$ cat config.mk
export PLATFORM = sky130hd
export DESIGN_NAME = code39_symbol_encoder
export DESIGN_NICKNAME = d
export VERILOG_FILES = /design/src/sv/c39_pkg.sv /design/src/sv/c39_seg_sel.sv /design/src/sv/code39_symbol_encoder.sv
export SDC_FILE = /design/constraint.sdc
export NUM_CORES = 1
export LEC_CHECK = 0
export ABC_CLOCK_PERIOD_IN_PS = 5400
export BUFFER_PORTS_ARGS = -buffer_cell sky130_fd_sc_hd__buf_2
export CAP_MARGIN = 10
export CORE_ASPECT_RATIO = 0.8
export CORE_MARGIN = 10
export CORE_UTILIZATION = 35
export CTS_BUF_LIST = sky130_fd_sc_hd__clkbuf_8
export DETAILED_ROUTE_END_ITERATION = 8
export PLACE_DENSITY = 0.62
export SYNTH_ARGS = -nofsm -noshare
export SYNTH_HDL_FRONTEND = slang
export SYNTH_SLANG_ARGS = --single-unit
export TNS_END_PERCENT = 30
$ cat constraint.sdc
create_clock -name clk -period 5.4 [get_ports clk]
set_input_delay 0.54 -clock clk [delete_from_list [all_inputs] [get_ports clk]]
set_output_delay 0.54 -clock clk [all_outputs]
set_load 0.01 [all_outputs]
$ cat src/sv/c39_pkg.sv
// Shared types, segment codes and character pattern table for the Code 39 encoder.
// No dependencies; every other file refers to it by scoped names.
package c39_pkg;

    typedef struct packed {
        logic [7:0] character;
        logic       first_char;
        logic       last_char;
    } c39_in_t;

    typedef struct packed {
        logic [12:0] module_bits;
        logic [3:0]  bit_count;
        logic        is_last;
        logic        bad_char;
        logic [12:0] width_dots;
    } c39_out_t;

    typedef struct packed {
        logic [9:0] module_count;
        logic [6:0] char_count;
        logic       aborted;
    } c39_state_t;

    typedef struct packed {
        c39_out_t   seg;
        logic       is_final;
        logic       drop;
        c39_state_t next_state;
    } c39_step_t;

    localparam int unsigned CHAR_COUNT_W = 7;
    localparam int unsigned SEG_W        = 3;

    localparam logic [SEG_W-1:0] SEG_QUIET4 = 3'd0;
    localparam logic [SEG_W-1:0] SEG_START  = 3'd1;
    localparam logic [SEG_W-1:0] SEG_CHAR   = 3'd2;
    localparam logic [SEG_W-1:0] SEG_STOP   = 3'd3;
    localparam logic [SEG_W-1:0] SEG_QUIET8 = 3'd4;

    localparam logic [11:0] GUARD_PAT      = 12'h96D;
    localparam logic [3:0]  DOTS_RESET     = 4'd2;
    localparam logic [12:0] WIDTH_MAX      = 13'h1FFF;
    localparam logic [9:0]  LEAD_MODULES   = 10'd17;
    localparam logic [9:0]  CHAR_MODULES   = 10'd13;
    localparam logic [9:0]  TRAIL_MODULES  = 10'd20;

    localparam logic [11:0] DIGIT_PAT [10] = '{
        12'hA6D, 12'hD2B, 12'hB2B, 12'hD95, 12'hA6B,
        12'hD35, 12'hB35, 12'hA5B, 12'hD2D, 12'hB2D
    };

    localparam logic [11:0] ALPHA_PAT [26] = '{
        12'hD4B, 12'hB4B, 12'hDA5, 12'hACB, 12'hD65, 12'hB65, 12'hA9B, 12'hD4D,
        12'hB4D, 12'hACD, 12'hD53, 12'hB53, 12'hDA9, 12'hAD3, 12'hD69, 12'hB69,
        12'hAB3, 12'hD59, 12'hB59, 12'hAD9, 12'hCAB, 12'h9AB, 12'hCD5, 12'h96B,
        12'hCB5, 12'h9B5
    };

    // zero means the character has no encoding
    function automatic logic [11:0] pattern_of(input logic [7:0] c);
        logic [7:0]  di;
        logic [7:0]  ai;
        logic [11:0] pat;
        di  = c - 8'h30;
        ai  = c - 8'h41;
        pat = 12'h000;
        if (c inside {[8'h30:8'h39]})
        begin
            pat = DIGIT_PAT[di[3:0]];
        end
        else if (c inside {[8'h41:8'h5A]})
        begin
            pat = ALPHA_PAT[ai[4:0]];
        end
        else
        begin
            case (c)
                8'h2D:   pat = 12'h95B;
                8'h2E:   pat = 12'hCAD;
                8'h20:   pat = 12'h9AD;
                8'h24:   pat = 12'h925;
                8'h2F:   pat = 12'h929;
                8'h2B:   pat = 12'h949;
                8'h25:   pat = 12'hA49;
                default: pat = 12'h000;
            endcase
        end
        return pat;
    endfunction

endpackage

$ cat src/sv/c39_seg_sel.sv
// Segment selection for one held character: picks the current segment, final flag and
// the symbol state that follows the character. Depends on c39_pkg.
module c39_seg_sel #(
    parameter int unsigned MAX_CHARS = 64
) (
    input  c39_pkg::c39_in_t        item,
    input  c39_pkg::c39_state_t     state,
    input  logic [3:0]              dots_per_module,
    input  logic [c39_pkg::SEG_W-1:0] seg_idx,
    output c39_pkg::c39_step_t      step
);

    logic [11:0]                      pat;
    logic [c39_pkg::SEG_W-1:0]        pos;
    logic [c39_pkg::SEG_W-1:0]        final_pos;
    logic [c39_pkg::CHAR_COUNT_W-1:0] eff_cc;
    logic [9:0]                       mc_base;
    logic [9:0]                       mc_end;
    logic [13:0]                      product;
    logic [12:0]                      width;
    logic                             bad;

    assign pat       = c39_pkg::pattern_of(item.character);
    assign pos       = seg_idx + (item.first_char ? c39_pkg::SEG_QUIET4 : c39_pkg::SEG_CHAR);
    assign final_pos = item.last_char ? c39_pkg::SEG_QUIET8 : c39_pkg::SEG_CHAR;
    assign eff_cc    = item.first_char ? '0 : state.char_count;
    assign mc_base   = item.first_char ? '0 : state.module_count;
    assign mc_end    = mc_base
                     + (item.first_char ? c39_pkg::LEAD_MODULES : 10'd0)
                     + c39_pkg::CHAR_MODULES
                     + (item.last_char ? c39_pkg::TRAIL_MODULES : 10'd0);
    assign product   = 14'(mc_end) * 14'(dots_per_module);
    assign width     = (product > 14'(c39_pkg::WIDTH_MAX)) ? c39_pkg::WIDTH_MAX
                                                           : product[12:0];
    assign bad       = (pat == 12'h000)
                    || (eff_cc >= c39_pkg::CHAR_COUNT_W'(MAX_CHARS));

    always_comb
    begin
        step                 = '0;
        step.drop            = !item.first_char && state.aborted;
        step.is_final        = bad || (pos == final_pos);
        if (bad)
        begin
            step.seg.bit_count = 4'd1;
            step.seg.bad_char  = 1'b1;
        end
        else
        begin
            case (pos)
                c39_pkg::SEG_QUIET4:
                begin
                    step.seg.bit_count = 4'd4;
                end
                c39_pkg::SEG_START:
                begin
                    step.seg.module_bits = {c39_pkg::GUARD_PAT, 1'b0};
                    step.seg.bit_count   = 4'd13;
                end
                c39_pkg::SEG_CHAR:
                begin
                    step.seg.module_bits = {pat, 1'b0};
                    step.seg.bit_count   = 4'd13;
                end
                c39_pkg::SEG_STOP:
                begin
                    step.seg.module_bits = {1'b0, c39_pkg::GUARD_PAT};
                    step.seg.bit_count   = 4'd12;
                end
                c39_pkg::SEG_QUIET8:
                begin
                    step.seg.bit_count  = 4'd8;
                    step.seg.width_dots = width;
                end
                default:
                begin
                    step.seg.bit_count = 4'd1;
                end
            endcase
        end
        step.seg.is_last = step.is_final;

        if (bad)
        begin
            step.next_state.module_count = mc_base;
            step.next_state.char_count   = eff_cc;
            step.next_state.aborted      = 1'b1;
        end
        else
        begin
            step.next_state.module_count = mc_end;
            step.next_state.char_count   = eff_cc + c39_pkg::CHAR_COUNT_W'(1);
            step.next_state.aborted      = item.last_char;
        end
    end

endmodule

$ cat src/sv/code39_symbol_encoder.sv
// Code 39 encoder top level: holds one character beat, emits its segments in order,
// and keeps the symbol state and dots_per_module. Depends on c39_pkg, c39_seg_sel.
// Each segment of a character is registered in out_data_reg after the beat is held in item_reg.
// Throughput: one segment per cycle unless out_stall holds the output; a character gives 1 to 5
// segments (none if ignored) through the single output register; the next beat is taken with the last one.
// Reset: empty pipeline, counts zero, waiting for a first character, dots_per_module = 2.
module code39_symbol_encoder #(
    parameter int unsigned MAX_CHARS = 64
) (
    input  logic              clk,
    input  logic              rst_n,
    input  logic              in_valid,
    output logic              in_stall,
    input  c39_pkg::c39_in_t  in_data,
    output logic              out_valid,
    input  logic              out_stall,
    output c39_pkg::c39_out_t out_data,
    input  logic              cfg_valid,
    output logic              cfg_ready,
    input  logic [3:0]        cfg_data
);

    c39_pkg::c39_in_t          item_reg;
    logic                      item_valid_reg;
    logic [c39_pkg::SEG_W-1:0] seg_reg;
    logic [c39_pkg::SEG_W-1:0] seg_next;
    c39_pkg::c39_state_t       state_reg;
    logic [3:0]                dots_reg;
    logic                      out_valid_reg;
    c39_pkg::c39_out_t         out_data_reg;
    c39_pkg::c39_step_t        step;
    logic                      out_free;
    logic                      emit;
    logic                      item_done;
    logic                      in_take;

    c39_seg_sel #(
        .MAX_CHARS (MAX_CHARS)
    ) u_seg_sel (
        .item            (item_reg),
        .state           (state_reg),
        .dots_per_module (dots_reg),
        .seg_idx         (seg_reg),
        .step            (step)
    );

    assign out_free  = !out_valid_reg || !out_stall;
    assign emit      = item_valid_reg && !step.drop && out_free;
    assign item_done = item_valid_reg && (step.drop || (emit && step.is_final));
    assign in_stall  = item_valid_reg && !item_done;
    assign in_take   = in_valid && !in_stall;
    assign seg_next  = (emit && step.is_final) ? '0
                     : (emit ? seg_reg + c39_pkg::SEG_W'(1) : seg_reg);
    assign cfg_ready = 1'b1;
    assign out_valid = out_valid_reg;
    assign out_data  = out_data_reg;

    always_ff @(posedge clk or negedge rst_n)
    begin
        if (!rst_n)
        begin
            item_valid_reg         <= 1'b0;
            seg_reg                <= '0;
            state_reg.module_count <= '0;
            state_reg.char_count   <= '0;
            state_reg.aborted      <= 1'b1;
            dots_reg               <= c39_pkg::DOTS_RESET;
            out_valid_reg          <= 1'b0;
        end
        else
        begin
            seg_reg <= seg_next;
            if (in_take)
            begin
                item_valid_reg <= 1'b1;
            end
            else if (item_done)
            begin
                item_valid_reg <= 1'b0;
            end
            if (emit && step.is_final)
            begin
                state_reg <= step.next_state;
            end
            if (cfg_valid && cfg_ready)
            begin
                dots_reg <= cfg_data;
            end
            if (emit)
            begin
                out_valid_reg <= 1'b1;
            end
            else if (!out_stall)
            begin
                out_valid_reg <= 1'b0;
            end
        end
    end

    // payload registers, no reset
    always_ff @(posedge clk)
    begin
        if (in_take)
        begin
            item_reg <= in_data;
        end
        if (emit)
        begin
            out_data_reg <= step.seg;
        end
    end

endmodule

# Yosys cells after proc, flatten, opt, wreduce, memory -nomap -nowiden
# Memories as Yosys holds them, arrays and structs flattened.
# Cells that the tools add are included.
[word_totals] rom_bits=576 mem_count=2 inputBits=19 regBits=69 out_inout_bits=35 wordCells=99
[memory_table] name="(name not given)" words=32 word_bits=12 rd=1 rd_clocked_by_memory_dff=0 wr=0 line_no="c39_pkg.sv:74" source="pat = ALPHA_PAT[ai[4:0]];"
[memory_table] name="(name not given)" words=16 word_bits=12 rd=1 rd_clocked_by_memory_dff=0 wr=0 line_no="c39_pkg.sv:70" source="pat = DIGIT_PAT[di[3:0]];"
[classes] reduce_logical=25 n_addsub=8 n_bitwise=3 magnitude_cmp=8 n_mul=1 eq_ne=13 muxes=24
[op_table] operator="12-bit case mux with 7 select lines" count=1
[op_table] operator="12-bit two-way mux" count=6
[op_table] operator="8-bit by 6-bit equality test with 1-bit output (second input constant)" count=7
[op_table] operator="13-bit case mux with 3 select lines" count=1
[op_table] operator="10-bit adder" count=2
[op_table] operator="18-bit two-way mux" count=1
[op_table] operator="4-bit case mux with 4 select lines" count=1
[op_table] operator="14-bit by 13-bit > comparator with 1-bit output (second input constant)" count=1
[op_table] operator="10-bit by 4-bit multiplier with 14-bit output" count=1
[op_table] operator="13-bit two-way mux" count=1
[op_table] operator="12-bit logical NOT" count=1
[op_table] operator="10-bit by 4-bit adder with 10-bit output (second input constant)" count=1
[op_table] operator="10-bit two-way mux" count=1
[op_table] operator="5-bit two-way mux" count=2
[op_table] operator="1-bit logical AND" count=9
[op_table] operator="3-bit two-way mux" count=3
[op_table] operator="8-bit by 6-bit greater-or-equal comparator with 1-bit output (second input constant)" count=1
[op_table] operator="8-bit by 7-bit greater-or-equal comparator with 1-bit output (second input constant)" count=1
[op_table] operator="8-bit by 6-bit less-or-equal comparator with 1-bit output (second input constant)" count=1
[op_table] operator="8-bit by 7-bit less-or-equal comparator with 1-bit output (second input constant)" count=1
[op_table] operator="7-bit by 1-bit adder with 7-bit output (second input constant)" count=1
[op_table] operator="7-bit greater-or-equal comparator (second input constant)" count=1
[op_table] operator="7-bit two-way mux" count=1
[op_table] operator="3-bit by 2-bit equality test with 1-bit output (second input constant)" count=2
[op_table] operator="other kinds (20)" count=34

# Logic depth before layout (Yosys ltp)
# Gate-level depths: netlist of run 1.
[logic_depth] word_depth=18 depth_mapped=24 ltp_nobuf=22

# By module
# Synthesis of run 1 repeated with hierarchy kept, for this count alone.
[hier_totals] hier_cells=661 hier_area_um2=6099.6
[modules_own_cells] mod="c39_seg_sel" seq_area_each_um2=0.0 cells_each=548 instances=1 area_each_um2=3693.5
[modules_own_cells] mod="code39_symbol_encoder" seq_area_each_um2=1939.4 cells_each=113 instances=1 area_each_um2=2406.1

# Least setup slack after synthesis of run 1
# No wires, ideal clock.
[synth_timing] path_type="register to register" startpoint="reg item_reg[1] in the netlist's numbering" endpoint="reg out_data_reg (netlist bit out_data[12]) (data pin)" required_ns=5.130 stages_incl_launch_ff=23 synth_period_minus_slack_ns=5.032 n_path_buf=2 arrival_ns=4.762 setup_time_ns=0.270 slack_ns=0.368 cell_sequence="edfxtp_1 buf_2 inv_2 nand2_1 fa_1 inv_1 ha_1 a21o_1 a21oi_1 or3_1 a21oi_1 and2_1 fa_1 inv_1 fa_1 inv_1 ha_1 and3_1 a31oi_1 a21oi_1 xnor2_1 clkbuf_1 a21oi_1"
[synth_via] elab_chain_len=7 elab_cells_between_ends=16 cone_classes="add/sub: 4; mul: 1; order compare: 2; eq/ne: 1; mux: 5; bitwise: 1; reduce/logical: 2"
[synth_lines] item="start, declared" line_no="code39_symbol_encoder.sv:23" source="c39_pkg::c39_in_t item_reg;"
[synth_lines] item="start signal, assigned" line_no="code39_symbol_encoder.sv:105" source="item_reg <= in_data;"
[synth_lines] item="10-bit two-way mux / 5-bit two-way mux (equally long branches)" line_no="c39_seg_sel.sv:27, c39_seg_sel.sv:29"
[synth_lines] item="10-bit adder" line_no="c39_seg_sel.sv:29" source="+ (item.first_char ? c39_pkg::LEAD_MODULES : 10'd0)"
[synth_lines] item="10-bit by 4-bit adder with 10-bit output" line_no="c39_seg_sel.sv:30" source="+ c39_pkg::CHAR_MODULES"
[synth_lines] item="10-bit adder" line_no="c39_seg_sel.sv:31" source="+ (item.last_char ? c39_pkg::TRAIL_MODULES : 10'd0);"
[synth_lines] item="10-bit by 4-bit multiplier with 14-bit output" line_no="c39_seg_sel.sv:32" source="assign product = 14'(mc_end) * 14'(dots_per_module);"
[synth_lines] item="14-bit by 13-bit > comparator with 1-bit output" line_no="c39_seg_sel.sv:33" source="assign width = (product > 14'(c39_pkg::WIDTH_MAX)) ? c39_pkg::WIDTH_MAX"
[synth_lines] item="13-bit two-way mux" line_no="c39_seg_sel.sv:33"
[synth_lines] item="end signal, assigned" line_no="code39_symbol_encoder.sv:109" source="out_data_reg <= step.seg;"
[synth_lines] item="end, declared" line_no="code39_symbol_encoder.sv:30" source="c39_pkg::c39_out_t out_data_reg;"
# Several ways; a longest one is shown, not always the timed one.
# A chain may end at the register's enable or synchronous reset.

# Final worst setup path of run 1
[layout_timing] startpoint="reg item_reg[1] in the netlist's numbering" endpoint="reg out_data_reg (netlist bit out_data[1]) (data pin)"
# Same word-level chain as after synthesis.

==> out/metrics.cfg, run 1 <==
[routing]
postRouteAntennaNets = 0
first_iter_violations = 422
vias = 4382
first_pass_iters = 5
routedWlPerCell_um = 16.4
vias_per_cell = 5.39
drc = 0
wirelength_um = 13300

[floorplan]
die_w_um = 158
placementRows = 40
dieArea_um2 = 20700
initial_core_util = 0.357
die_h_um = 131
io_pins = 54
core_area_um2 = 15000

[pwr]
power.switching_w = 0.00126
seqPwrFrac = 0.285
power_density_nw_per_um2 = 463
p_clk_frac = 0.149
pwr-share-comb = 0.565
swShare = 0.456
internal_power_w = 0.00151
ir_worst_vdd_uv = 250
p_leak_nw = 2.61

[sta]
max_slew_margin = 0.309
finalSetupViolCount = 0
final_hold_viol_count = 0
finalClockSkew_ps = 22.9
max_slew.worst_pin.slew_ps = 1030
fmaxAchievable_ghz = 0.197
slew_violations = 0
fin_tns_setup_ps = 0
min_period_over_period = 0.938
layout_min_cycle_time_ps = 5060
rsz0062_at_grt = false

[min_path]
hold_path_class = primary input to asynchronous set/reset pin

[critical_path]
cp_slowest_stage_delay_ps = 520
cp-end-kind = register
critical_path.top_delay_family = adder cells
cp_max_fo = 12
critPathBufInv = 6
start_kind = register
worstSetupPathType = register to register
critPathSlowestCell = fa_1
crit_required_ps = 5480
crit_path_cell_trace = inv_2 > buf_4 > nand2_1 > ha_1 > inv_1 > ha_1 > a21o_1 > a21o_1 > a21oi_2 > or3_1 > a21oi_2 > and2_1 > fa_1 > inv_1 > fa_1 > inv_1 > ha_1 > and3_1 > a31oi_2 > a21oi_1 > xnor2_1 > buf_4 > a21oi_1
cp.arrival_ps = 5150

[clock_network]
clk_pin_slew_ps = 90
cts_hold_buf = 0
cts-buffers-inserted = 9
cts_root_buf = clkbuf_8
tritoncts = yes
h-tree-depth = 3
insertion_delay_ps = 360
cts_sinks = 67
cts_buffer_depth = 2

[synthesis]
synth.top_cells.by_count = nand2_1 (57), inv_1 (48), a21oi_1 (41), edfxtp_1 (40), ha_1 (35)
avgSynthCellArea_um2 = 9.25
yosys.area.top_type_share = 0.224
ys_warn_count = 0
ys_seq_area_frac = 0.350
syn_area_um2 = 5360
syn_inst = 580
yosysTopAreaCell = edfxtp_1
ys.flop_type = edfxtp_1
ys_ff_latch = 67
synth_enable_flop_cells = 40
ys_types = 75
synth_most_common_cell = nand2_1
synth_area_leaders = edfxtp_1 (22%), dfrtp_1 (12%), ha_1 (8.2%), fa_1 (6.3%), nand2_1 (4.0%)
async_reset_ff_frac = 0.403
synth_fp_nets = 651

[placement]
port_buffers = 51
dp_cells = 796
gp_congestion = 0.874
hpwl_um = 10200

[global_routing]
grt_pass1_wl_um = 21700
antenna_found_initial = 0
track_usage = 0.130
overflow = 0
grt_max_degree = 36
first_global_vias = 4220

[layout]
seq_area_um2 = 1880
final_util = 0.398
largest_reg_flops = 30
diodes = 0
syn2layout_area_growth_pct = 11.4
drive_above_1_share = 0.152
multi_input_area_um2 = 3160
nets = 690
fillers = 1486
final_cell_count_no_fill = 813

[job]
cap_violations = 0

[run_status]
status = completed

[through the flow]
stage                     setup WS (ps)  cell area [um^2]  hold slack, ps  total power, W
after floorplan                     368              5360             244         0.00196
after global placement              416              5770             489         0.00232
after detailed placement            156              5770             487         0.00233
after CTS                           140              5950             193         0.00276
after global routing               6.05              5980             223         0.00304
final                               336              5980             188         0.00277
[final cells by class]
| cell class | instances | share of cell area |
|---|---|---|
| multi-input combinational | 430 | 0.529 |
| sequential | 67 | 0.314 |
| timing repair buffer | 60 | 0.0540 |
| tap | 189 | 0.0396 |
| inverter | 51 | 0.0325 |
| clock buffer | 9 | 0.0207 |
| clock inverter | 7 | 0.00984 |
[placed cells by master, fill, tap and decap left out, drive strengths merged, types with 9 or more instances in the layout]
| cell | n |
|---|---|
| ha | 35 |
| xor2 | 13 |
| edfxtp | 40 |
| a211oi | 9 |
| a21oi | 42 |
| nand2 | 57 |
| xnor2 | 12 |
| nor2 | 26 |
| o21ai | 29 |
| clkbuf | 9 |
| dfrtp | 25 |
| and2 | 30 |
| a31oi | 11 |
| a22o | 11 |
| nor2b | 10 |
| fa | 17 |
| buf | 60 |
| nand3 | 15 |
| inv | 50 |
| nor3 | 13 |
[worst paths after layout]
kind / startpoint / endpoint / slack, ps / cells past startpoint
hold reg to reg: state_reg[10] / state_reg[10] / 510 / 1
setup / recovery: item_reg[1] / out_data[1] / 340 / 23
min in group clk: in_data[4] / item_reg[4] / 360 / 1
hold / removal: rst_n / state_reg[15] / 190 / 1
max in group asynchronous: rst_n / state_reg[10] / 4770 / 1
setup reg to reg: item_reg[1] / out_data[1] / 340 / 23
[what timing repair did]
action / in CTS / in global routing
buffers inserted: 0 / 1
gates resized for setup: 0 / 3
endpoints found under the setup margin: 0 / 13
[worst reg2reg max path: cells and delay by family (launching register included)]
kind,cells,cell delay (ps)
compound gates,7,1030
simple gates,4,620
flops,1,510
xor+xnor,1,140
buf+inv,6,660
fa+ha+maj,5,1850
[cells by family after synthesis]
logic type	after synthesis	synth area share
xor+xnor	25	0.0408
simple gates	182	0.177
other cells	2	0.00140
compound gates	161	0.206
buf+inv	83	0.0628
flops	67	0.350
mux	8	0.0159
fa+ha+maj	52	0.145
[power groups by stage]
stage | combinational (W) | sequential [W] | clock (W)
after global routing | 0.00179 | 0.000806 | 0.000447
after floorplan | 0.00117 | 0.000783 | 0
after detailed placement | 0.00153 | 0.000800 | 0
after global placement | 0.00152 | 0.000797 | 0
after CTS | 0.00155 | 0.000791 | 0.000421
final | 0.00157 | 0.000790 | 0.000413
[metal layers]
layer,track usage,vias to the layer above,part of all wire
met4,0.0353,0,0.011
met2,0.172,144,0.39
met1,0.199,2063,0.52
li1,-,2162,-
met5,0,-,0
met3,0.0346,13,0.080
(Power assumes the default switching activity.)
==> run 2: changes to the inputs <==
ABC_CLOCK_PERIOD_IN_PS = 5350   (was 5400)
clock period = 5.35 ns   (was 5.4 ns; I/O delays follow)
==> run 2 against run 1 <==
  * Utilization barely moved
  * Via count rose by 0.25%
  * Critical path depth fell by 2
  * Die area did not move
  * First-iteration DRC count fell by 15%
  * Count of clock-buffer cells in the layout did not move
  * Highest routed layer unchanged
==> out/metrics.cfg, run 2 (synthesis gave the netlist of run 1 again) <==
[run_status]
status = completed

[pwr]
power_density_nw_per_um2 = 464
power.total_w = 0.00277
pwr-share-comb = 0.567
ir_worst_vdd_uv = 212
internal_power_w = 0.00152
swShare = 0.452
p_clk_frac = 0.146
seqPwrFrac = 0.287
p_leak_nw = 2.62
power.switching_w = 0.00125

[clock_network]
cts_sinks = 67
cts-buffers-inserted = 9
cts_root_buf = clkbuf_8
clk_pin_slew_ps = 90
cts_buffer_depth = 2
cts_hold_buf = 0
tritoncts = yes
h-tree-depth = 3
insertion_delay_ps = 350

[sta]
min_period_over_period = 0.944
rsz0062_at_grt = false
fmaxAchievable_ghz = 0.198
finalSetupViolCount = 0
max_slew_margin = 0.285
layout_min_cycle_time_ps = 5050
slew_violations = 0
max_slew.worst_pin.slew_ps = 1070
final_hold_viol_count = 0
hold_ws_ps = 190
finalClockSkew_ps = 26.1
fin_tns_setup_ps = 0

[critical_path]
start_kind = register
crit_required_ps = 5420
cp.depth = 21
ff2ff_path_depth = 21
critPathBufInv = 5
reg2reg_from = item_reg[1]
startpoint = item_reg[1]
cp_slowest_stage_delay_ps = 520
crit_path_cell_trace = inv_2 > nand2_1 > fa_1 > inv_1 > ha_1 > a21o_1 > a21oi_1 > or3_1 > a21oi_2 > and2_1 > fa_1 > inv_1 > fa_1 > inv_1 > ha_1 > and3_1 > a31oi_1 > a21oi_1 > xnor2_1 > buf_4 > a21oi_1
cp-end-kind = register
cp.arrival_ps = 5120
cp_max_fo = 12
critical_path.top_delay_family = adder cells
worstSetupPathType = register to register
critPathSlowestCell = fa_1

[layout]
drive_above_1_share = 0.152
largest_reg_flops = 30
diodes = 0
layout_common_cells = nand2_1 (57), buf_2 (51), inv_1 (49), a21oi_1 (40), edfxtp_1 (40)
fillers = 1478
syn2layout_area_growth_pct = 11.4
final_common_cell = nand2_1
nets = 691
fin_area_um2 = 5970

[floorplan]
core_area_um2 = 15000
die_h_um = 131
placementRows = 40
dieArea_um2 = 20700
initial_core_util = 0.357
die_w_um = 158
io_pins = 54

[min_path]
hold_path_class = primary input to asynchronous set/reset pin

[routing]
first_pass_iters = 7
vias = 4393
vias_per_cell = 5.40
routedWlPerCell_um = 16.3
first_iter_violations = 360
route.met2.wl_um = 5200
wl_met1_um = 6960
wl_met3_um = 999
postRouteAntennaNets = 0
drc = 0
wirelength_um = 13300
top_layer = met4

[job]
cap_violations = 0

[global_routing]
grt_pass1_wl_um = 22000
grt_max_degree = 36
track_usage = 0.129
antenna_found_initial = 0
first_global_vias = 4168
overflow = 0

[placement]
port_buffers = 51
hpwl_um = 10200
placed_area_um2 = 5780
gp_congestion = 0.904

[run 2: cell types whose count changed in the layout (fill, tap and decap cells not counted), sizes merged]
cell and delta:
buf +1, clkinv -1, inv +1
[run 2: layout make-up]
class / instances / area, um^2 / share of cell area
clock buffer: 9 / 124 / 0.0207
clock inverter: 7 / 60.1 / 0.0101
inverter: 51 / 194 / 0.0325
multi-input combinational: 430 / 3150 / 0.527
sequential: 67 / 1880 / 0.315
tap: 189 / 236 / 0.0396
timing repair buffer: 61 / 330 / 0.0553
[run 2: power groups by stage]
stage	combinational (W)	sequential, W	clock (W)
floorplan	0.00118	0.000790	0
global placement	0.00154	0.000803	0
detailed placement	0.00155	0.000808	0
CTS	0.00157	0.000798	0.000416
global route	0.00181	0.000816	0.000441
finish	0.00157	0.000796	0.000405
[run 2: per-stage QoR]
stage	std cells	setup WS [ps]	utilization
final	814	298	0.398
after detailed placement	797	178	0.385
after CTS	813	169	0.397
after global routing	814	16.3	0.398
after global placement	797	362	0.385
after floorplan	580	318	-
[run 2: per-layer routing]
layer | track usage | up-vias
li1 | - | 2153
met1 | 0.202 | 2090
met2 | 0.171 | 142
met3 | 0.0333 | 8
met4 | 0.0261 | 0
met5 | 0 | -
[run 2: path summary, 6_finish.rpt]
check | to | slack, ps
worst max-delay path | out_data[3] | 300
worst min-delay path | state_reg[9] | 190
worst max register to register | out_data[3] | 300
worst min register to register | state_reg[13] | 510
max in group asynchronous | state_reg[8] | 4730
min in group clk | item_reg[3] | 370
[run 2: repair_timing]
action,in CTS,in global routing
endpoints found under the setup margin,0,13
buffers inserted,0,1
resized for setup,0,1
